`config.mk`:
```
export PLATFORM = sky130hd
export DESIGN_NAME = tlpm_ctrl
export DESIGN_NICKNAME = d
export VERILOG_FILES = /design/src/hw/rtl/tlpm_pkg.sv /design/src/hw/rtl/tlpm_ctrl.sv
export SDC_FILE = /design/constraint.sdc
export NUM_CORES = 1
export LEC_CHECK = 0
export ABC_CLOCK_PERIOD_IN_PS = 2260
export BUFFER_PORTS_ARGS = -buffer_cell sky130_fd_sc_hd__buf_2
export CAP_MARGIN = 10
export CORE_AREA = 2 2 39 41
export DETAILED_ROUTE_END_ITERATION = 10
export DIE_AREA = 0 0 41 43
export PLACE_DENSITY = 0.3
export REMOVE_ABC_BUFFERS = 1
export SYNTH_ARGS = -nofsm -noshare
export SYNTH_HDL_FRONTEND = slang
export SYNTH_SLANG_ARGS = --single-unit
```
`constraint.sdc`:
```
create_clock -name clk -period 2.26 [get_ports clk]
set_input_delay 0.452 -clock clk [delete_from_list [all_inputs] [get_ports clk]]
set_output_delay 0.452 -clock clk [all_outputs]
set_load 0.1 [all_outputs]
```
`src/hw/rtl/tlpm_pkg.sv`:
```
// ----------------------------------------------------------------------------
// tlpm_pkg
// Shared types and constants for the two-level page map insert block.
// ----------------------------------------------------------------------------
package tlpm_pkg;

  localparam int ADDR_W     = 32;
  localparam int PAGE_SHIFT = 12;
  localparam int PAGE_W     = ADDR_W - PAGE_SHIFT;
  localparam int IDX_W      = 10;
  localparam int PERM_W     = 12;
  localparam int STATUS_W   = 3;
  localparam int CFG_IDX_W  = 2;

  // directory entry bits that mark a superpage (present + page size)
  localparam logic [PERM_W-1:0] SUPER_BITS = 12'h081;

  // configuration register indexes
  typedef enum logic [CFG_IDX_W-1:0] {
    REG_KERNEL_BASE = 2'd0,
    REG_USER_PERMS  = 2'd1,
    REG_POOL_BASE   = 2'd2
  } cfg_reg_t;

  // result status codes
  typedef enum logic [STATUS_W-1:0] {
    STS_OK        = 3'd0,
    STS_KERNEL    = 3'd1,
    STS_SUPERPAGE = 3'd2,
    STS_MAPPED    = 3'd3,
    STS_NO_TABLE  = 3'd4
  } map_status_t;

  // controller to datapath commands
  typedef struct packed {
    logic clear;      // clearing pass: zero one directory entry and one bitmap row
    logic accept;     // capture request, launch directory read
    logic dir_stage;  // evaluate directory entry, launch bitmap read
    logic map_stage;  // final check, commit writes, register result
  } dp_cmd_t;

  // datapath to controller status
  typedef struct packed {
    logic clear_done;
  } dp_sts_t;

endpackage

```
`src/hw/rtl/tlpm_ctrl.sv`:
```
// ----------------------------------------------------------------------------
// tlpm_ctrl
// Sequencer: clearing pass after reset, then three steps per request.
// ----------------------------------------------------------------------------
module tlpm_ctrl (
  input  logic              clk,
  input  logic              rst_n,
  input  logic              start,
  input  tlpm_pkg::dp_sts_t sts,
  output tlpm_pkg::dp_cmd_t cmd,
  output logic              busy
);
  import tlpm_pkg::*;

  typedef enum logic [1:0] {
    S_CLEAR,
    S_IDLE,
    S_DIR,
    S_MAP
  } state_t;

  state_t state_r, state_nxt;
  logic   busy_r;

  // next state
  always_comb begin
    state_nxt = state_r;
    case (state_r)
      S_CLEAR: if (sts.clear_done) state_nxt = S_IDLE;
      S_IDLE:  if (start) state_nxt = S_DIR;
      S_DIR:   state_nxt = S_MAP;
      S_MAP:   state_nxt = S_IDLE;
      default: state_nxt = S_CLEAR;
    endcase
  end

  // state and registered busy
  always_ff @(posedge clk) begin
    if (!rst_n) begin
      state_r <= S_CLEAR;
      busy_r  <= 1'b1;
    end else begin
      state_r <= state_nxt;
      busy_r  <= (state_nxt != S_IDLE);
    end
  end

  // commands
  always_comb begin
    cmd           = '0;
    cmd.clear     = (state_r == S_CLEAR);
    cmd.accept    = (state_r == S_IDLE) && start;
    cmd.dir_stage = (state_r == S_DIR);
    cmd.map_stage = (state_r == S_MAP);
  end

  assign busy = busy_r;

endmodule

```
* After elaboration in Yosys (flattened, before gate mapping) *
Cells that the tools add are included.

word-level totals
  flip-flop bits (word level) = 3
  input bits = 4
  output and inout port bits = 5
  logic and storage cells = 11

cells by class
  eq/ne operators = 4
  muxes and demuxes = 3
  reductions and logical operators = 2

operator list
  cell                number
  $pmux 2 s4          1
  $eq 2x2->1 const B  2
  $mux 2              2
  $eq 2x1->1 const B  1
  $logic_not 2->1     1
  $ne 2x1->1 const B  1
  $logic_and 1x1->1   1

* Depth between registers and ports, before layout *
Gate-level depths: netlist of the first run.

  depth after elaboration = 3
  mapped depth = 3
  mapped depth without buffers = 3

* Worst setup path after synthesis of the first run *
Ideal clock, no wire load.

  kind = reg2out
  start point = reg state_r[1]
  end point = out cmd[1] (netlist bit)
  arrival time = 1.690 ns
  data required time = 1.808 ns
  slack = 0.118 ns
  cell stages (with the launch flop) = 3
  path buffers = 0
  cells stage by stage = dfxtp_1 -> inv_2 -> nor2_1

RTL lines
  what                      line             RTL
  start: declaration        tlpm_ctrl.sv:22  state_t state_r, state_nxt;
  start signal: assignment  tlpm_ctrl.sv:43  state_r <= state_nxt;
  end: declaration          tlpm_ctrl.sv:10  output tlpm_pkg::dp_cmd_t cmd,

==> results of run 1 <==
-- critical path, stage by stage (launching register included) --
cell,delay (ns)
dfxtp_1,0.40
and3_1,0.20
buf_2,0.43
-- cells by family after synthesis --
logic type	count (synthesis)	share of synthesized area
AND/OR/NAND/NOR	7	0.2953
flip-flops	3	0.4572
AO/OA/AOI/OAI	4	0.2191
buffers and inverters	1	0.02854
-- sequential cells by signal, indices dropped and copies added, names as in the netlist --
| name | count |
|---|---|
| busy | 1 |
| state_r | 2 |
-- how the worst max path moves through the flow --
stage,from,to,depth (start not counted)
6_report,state_r[0]$_SDFF_PN0_,cmd[2],2
5_1_grt,state_r[0]$_SDFF_PN0_,cmd[2],2
4_1_cts,state_r[0]$_SDFF_PN0_,cmd[2],2
3_5_place_dp,start,cmd[2],3
3_3_place_gp,start,cmd[2],3
2_1_floorplan,state_r[1]$_SDFF_PN0_,cmd[1],2
-- per-stage QoR --
stage | total power [mW] | utilization | hold slack (ns)
floorplan | 0.1202 | - | 0.5082
global placement | 0.1309 | 0.1383 | 0.5457
detailed placement | 0.1317 | 0.1383 | 0.5380
CTS | 0.2313 | 0.1573 | 0.4175
global route | 0.2463 | 0.1573 | 0.4216
finish | 0.2246 | 0.1573 | 0.4245
-- placed cells by master, fill, tap and decap left out --
cell / synthesis / routed
buf_2: 0 / 8
o31a_1: 1 / 1
nor2b_1: 2 / 2
clkbuf_1: 0 / 1
and2_1: 1 / 1
inv_2: 1 / 1
clkbuf_4: 0 / 3
nor2_1: 2 / 2
a21boi_0: 1 / 1
dfxtp_1: 3 / 3
and2_0: 1 / 1
o21a_1: 1 / 1
and3_1: 1 / 1
o21ai_1: 1 / 1
-- cells in the mapped netlist, drive strengths merged --
cell,count
nor2,2
nor2b,2
o21a,1
o31a,1
inv,1
and2,2
and3,1
a21boi,1
dfxtp,3
o21ai,1
-- final cells by class --
class / count / area (µm²) / area share
multi-input combinational: 11 / 67.56 / 0.3103
sequential: 3 / 60.06 / 0.2759
timing repair buffer: 8 / 40.04 / 0.1839
clock buffer: 4 / 26.28 / 0.1207
tap: 16 / 20.02 / 0.09195
inverter: 1 / 3.754 / 0.01724
-- power by group --
part	leakage (nW)	switching, mW	total [mW]	internal, mW
Combinational	0.0615	0.0563	0.0688	0.0125
Clock	0.0150	0.0278	0.0939	0.0662
Sequential	0.0248	0.00406	0.0618	0.0578
-- routing by layer --
layer  up-vias  track usage  wire length (µm)
met5         -            0                 0
met4         0      0.02000                 0
met3         0      0.09424                84
met2        12      0.04688                77
met1        49      0.07348               164
li1         76            -                 -
==> run summary, run 1 <==
Outcome: completed
Final hold violations: 0
Top cell type's share of synthesized area: 0.4571
Avg Cell Area, Syn: 8.758 µm²
Post-Place Cells: 39
Effective utilization at floorplan: 0.09494
First-pass GRT wire length: 586 µm
CP required: 1.81 ns
Hold path cells: 2
IO Pins: 9
Sequential area share after synthesis: 0.4571
Post-Syn Area: 131.4 µm²
Reg2reg start: state_r[0]$_SDFF_PN0_
Inserted Clock Buffers: 3
Non-filler cells, final: 43
Drt pass-1 iters: 2
DR DRC count: 0
RSZ-0062 raised after global routing: false
Routed wire length per instance: 7.581 µm
Post-route ant nets: 0
Final GP Congestion: 0.6182
Htree depth: 1
Largest cells by area after synthesis: dfxtp_1, nor2b_1, o31a_1
FILL cells: 152
Largest net degree at the start of global routing: 8
Clock latency on the worst-skew pair: 0.23 ns
Congestion Overflow GR: 0
Max IR drop VDD: 0.0003094 V
Buffers on Ports: 8
Layout area overhead: 65.71%
Startpoint types: flip-flop
Setup WS post-layout: 0.5444 ns
Post-CTS Setup Inserts: 0
Maxcap violations: 0
Die width: 41 µm
Worst-case reg-to-reg path depth: 2
Hold Crit Endpoint: busy$_SDFF_PN1_
Overall Global Routing Usage: 0.05912
Setup crit end kind: primary output
Via count: 137
Setup_tns: 0 ns
Yosys reg bits: 3
Setup-failing EPs final: 0
Drt via density: 3.186
Pre-CTS WS: 0.6616 ns
Die Height: 43 µm
Min cycle time layout: 1.716 ns
Root buffer cell: clkbuf_4
Core area: 1384 µm²
CTS tree: done
Power Density: 1032 nW/µm²
Hold Path Origin: rst_n
Max Freq: 582.9 MHz
WP data arrival: 1.26 ns
Cts hold-fix bufs: 0
Clk_skew: 0.0003014 ns
Die area: 1763 µm²
Post-CTS Resized: 0
Vias in the first global route: 138
Synthesized instance count: 15
Relative slew margins: 0.6781
Placed Area: 191.4 µm²
Area leader, netlist: dfxtp_1
CP Class: flip-flop to primary output
Worst hold path type: input port to flip-flop
Nets: 32
Yosys warning count: 0
Max clock buf depth: 2
Iteration-0 DRC Markers: 2
Clock slew at reported path FFs: 0.04 ns
Row count: 14
Worst flop-to-flop path endpoint: state_r[0]$_SDFF_PN0_
Max Transition Viols Final: 0
Worst Tran Pin Value: 0.4861 ns
Drt total wl: 326 µm
Ant diodes: 0
Reg2Reg Setup Slack: 1.38 ns
Max Fanout on Critical Path: 7
Fin area: 217.7 µm²
Tcrit/Tclk final: 0.7591
Layout cells sized above 1: 0.4444
Initial antenna violation count: 0
Distinct cells, synth: 11
Clk sinks: 3
Pleak: 0.1013 nW
No activity file was read; power rests on OpenSTA's default activity.
==> run 2, diff against run 1 <==
--- a/config.mk
+++ b/config.mk
@@ -5,7 +5,7 @@
 export SDC_FILE = /design/constraint.sdc
 export NUM_CORES = 1
 export LEC_CHECK = 0
-export ABC_CLOCK_PERIOD_IN_PS = 2260
+export ABC_CLOCK_PERIOD_IN_PS = 1650
 export BUFFER_PORTS_ARGS = -buffer_cell sky130_fd_sc_hd__buf_2
 export CAP_MARGIN = 10
 export CORE_AREA = 2 2 39 41
==> constraint.sdc (replaced) <==
create_clock -name clk -period 1.65 [get_ports clk]
set_input_delay 0.33 -clock clk [delete_from_list [all_inputs] [get_ports clk]]
set_output_delay 0.33 -clock clk [all_outputs]
set_load 0.1 [all_outputs]
==> run 2 against run 1 <==
Effect of this change:
- final cell count is the same
- global-route usage decreased by 0.99 points
- clock skew about the same
- critical path depth up 1
- combinational power is 45% higher
- clock power is 33% higher
- wire length fell by 6.1%
- sequential power up 36%
- flip-flop and latch count is the same
- register-to-register slack worse by 0.63 ns
==> run summary, run 2 (same netlist as run 1, synthesis figures left out) <==
CP Class: flip-flop to primary output (unchanged)
Clock power frac: 0.405 (was 0.418)
Worst path cell trace: inv_2 -> nor2_1 -> buf_2 (was and3_1 -> buf_2)
Fin util: 0.1682 (was 0.1573)
Core area: 1384 µm² (unchanged)
Die Height: 43 µm (unchanged)
Min cycle time layout: 1.559 ns
Die width: 41 µm (unchanged)
Worst Tran Pin Value: 0.4862 ns (was 0.4861 ns)
Htree depth: 1 (unchanged)
Switching Share: 0.3820 (was 0.3922)
Seq. cell area: 60.06 µm² (unchanged)
WP data arrival: 1.23 ns (was 1.26 ns)
Power Density: 1332 nW/µm² (was 1032 nW/µm²)
Final GP Congestion: 0.5689 (was 0.6182)
CP required: 1.32 ns (was 1.81 ns)
Max Fanout on Critical Path: 4 (was 7)
Clk sinks: 3 (unchanged)
Relative slew margins: 0.6781 (about the same)
Cts hold-fix bufs: 0 (unchanged)
Most frequent cells in the layout: buf_2, dfxtp_1, clkbuf_4 (unchanged)
Ant diodes: 0 (unchanged)
Non-filler cells, final: 43 (unchanged)
CTS tree: done (unchanged)
Max clock buf depth: 2 (unchanged)
Startpoint types: flip-flop (unchanged)
Max Freq: 641.6 MHz
Clock latency on the worst-skew pair: 0.23 ns (about the same)
Tcrit/Tclk final: 0.9446
RSZ-0062 raised after global routing: false (unchanged)
Buffers on Ports: 8 (unchanged)
Clock slew at reported path FFs: 0.04 ns (about the same)
Setup WS post-layout: 0.09135 ns (was 0.5444 ns)
Top reg by flops: state_r (unchanged)
Inserted Clock Buffers: 3 (unchanged)
Root buffer cell: clkbuf_4 (unchanged)
Reg2Reg Setup Slack: 0.75 ns (was 1.38 ns)
Post-CTS Setup Inserts: 0 (unchanged)
Worst flop-to-flop path endpoint: state_r[1]$_SDFF_PN0_ (was state_r[0]$_SDFF_PN0_)
Seq pwr share: 0.272 (was 0.275)
Maxcap violations: 0 (unchanged)
Max IR drop VDD: 0.0003224 V (was 0.0003094 V)
IO Pins: 9 (unchanged)
Reg2reg start: state_r[1]$_SDFF_PN0_ (was state_r[0]$_SDFF_PN0_)
Overall Global Routing Usage: 0.04920 (was 0.05912)
Hold path cells: 2 (unchanged)
Die area: 1763 µm² (unchanged)
Drt pass-1 iters: 2 (unchanged)
CP max stage cell: buf_2 (unchanged)
FILL cells: 159 (was 152)
Congestion Overflow GR: 0 (unchanged)
Iteration-0 DRC Markers: 2 (unchanged)
Max FFs per register: 2 (unchanged)
Total chip power: 0.3099 mW (was 0.2246 mW)
Crit path largest cell delay: 0.44 ns (was 0.43 ns)
Hold Crit Endpoint: busy$_SDFF_PN1_ (unchanged)
Comb pwr share: 0.323 (was 0.306)
Worst-case reg-to-reg path depth: 3 (was 2)
Routed wire length per instance: 7.116 µm (was 7.581 µm)
Clk_skew: 0.0004527 ns (was 0.0003014 ns)
Layout area overhead: 77.14% (was 65.71%)
Most common cell after layout, fill and taps aside: buf_2 (unchanged)
Via count: 133 (was 137)
First-pass GRT wire length: 531 µm (was 586 µm)
Critical Path Start: state_r[1]$_SDFF_PN0_ (was state_r[0]$_SDFF_PN0_)
Initial antenna violation count: 0 (unchanged)
Max Transition Viols Final: 0 (unchanged)
Hold Path Origin: rst_n (unchanged)
Pre-CTS WS: 0.3280 ns (was 0.6616 ns)
Vias in the first global route: 125 (was 138)
Pleak: 0.1045 nW (was 0.1013 nW)
Largest net degree at the start of global routing: 8 (unchanged)
Sw power: 0.1184 mW (was 0.08809 mW)
Total internal power: 0.1915 mW (was 0.1365 mW)
DR DRC count: 0 (unchanged)
Nets: 32 (unchanged)
Multi-input gate area: 67.56 µm² (unchanged)
Final hold violations: 0 (unchanged)
Post-Place Cells: 39 (unchanged)
Setup_tns: 0 ns (unchanged)
Setup crit end kind: primary output (unchanged)
Effective utilization at floorplan: 0.09494 (unchanged)
Post-CTS Resized: 0 (unchanged)
Setup-failing EPs final: 0 (unchanged)
Drt total wl: 306 µm (was 326 µm)
Drt via density: 3.093 (was 3.186)
Post-route ant nets: 0 (unchanged)
Worst hold path type: input port to flip-flop (unchanged)
Layout cells sized above 1: 0.4444 (unchanged)
Row count: 14 (unchanged)
Outcome: completed (unchanged)
## run 2: worst max-delay path by stage
stage / to / slack [ns]
3_5_place_dp: cmd[1] / 0.33
3_3_place_gp: cmd[1] / 0.34
5_1_grt: cmd[1] / 0.0004
4_1_cts: cmd[1] / 0.07
6_report: cmd[1] / 0.09
2_1_floorplan: cmd[1] / -0.37
## run 2: power groups by stage
stage               clock (mW)  sequential [mW]  combinational, mW
global placement             0           0.0851              0.101
CTS                      0.132           0.0843              0.101
finish                   0.125           0.0843              0.100
detailed placement           0           0.0855              0.100
global route             0.143           0.0855              0.105
floorplan                    0            0.101             0.0640
## run 2: worst max-delay path: cells and delay by family (launching register included)
| kind | cells | cell delay, ns |
|---|---|---|
| DFF | 1 | 0.37 |
| and+or+nand+nor | 1 | 0.13 |
| buffers and inverters | 2 | 0.50 |
## run 2: final cells by class
class | count | area share
Inverter | 1 | 0.01613
Clock buffer | 4 | 0.1129
Sequential cell | 3 | 0.2581
Timing Repair Buffer | 8 | 0.2366
Tap cell | 16 | 0.08602
Multi-Input combinational cell | 11 | 0.2903
## run 2: metrics by stage
| step | hold WS [ns] | area [µm²] |
|---|---|---|
| floorplan | 0.4100 | 131.4 |
| global route | 0.3205 | 232.7 |
| finish | 0.3195 | 232.7 |
| detailed placement | 0.5355 | 206.4 |
| global placement | 0.5200 | 206.4 |
| CTS | 0.3111 | 232.7 |
## run 2: routing by layer
metal | vias up | wire length (µm) | global-route usage
li1 | 73 | - | -
met1 | 51 | 156 | 0.06431
met2 | 9 | 80 | 0.04063
met3 | 0 | 69 | 0.06806
met4 | 0 | 0 | 0.02000
met5 | - | 0 | 0
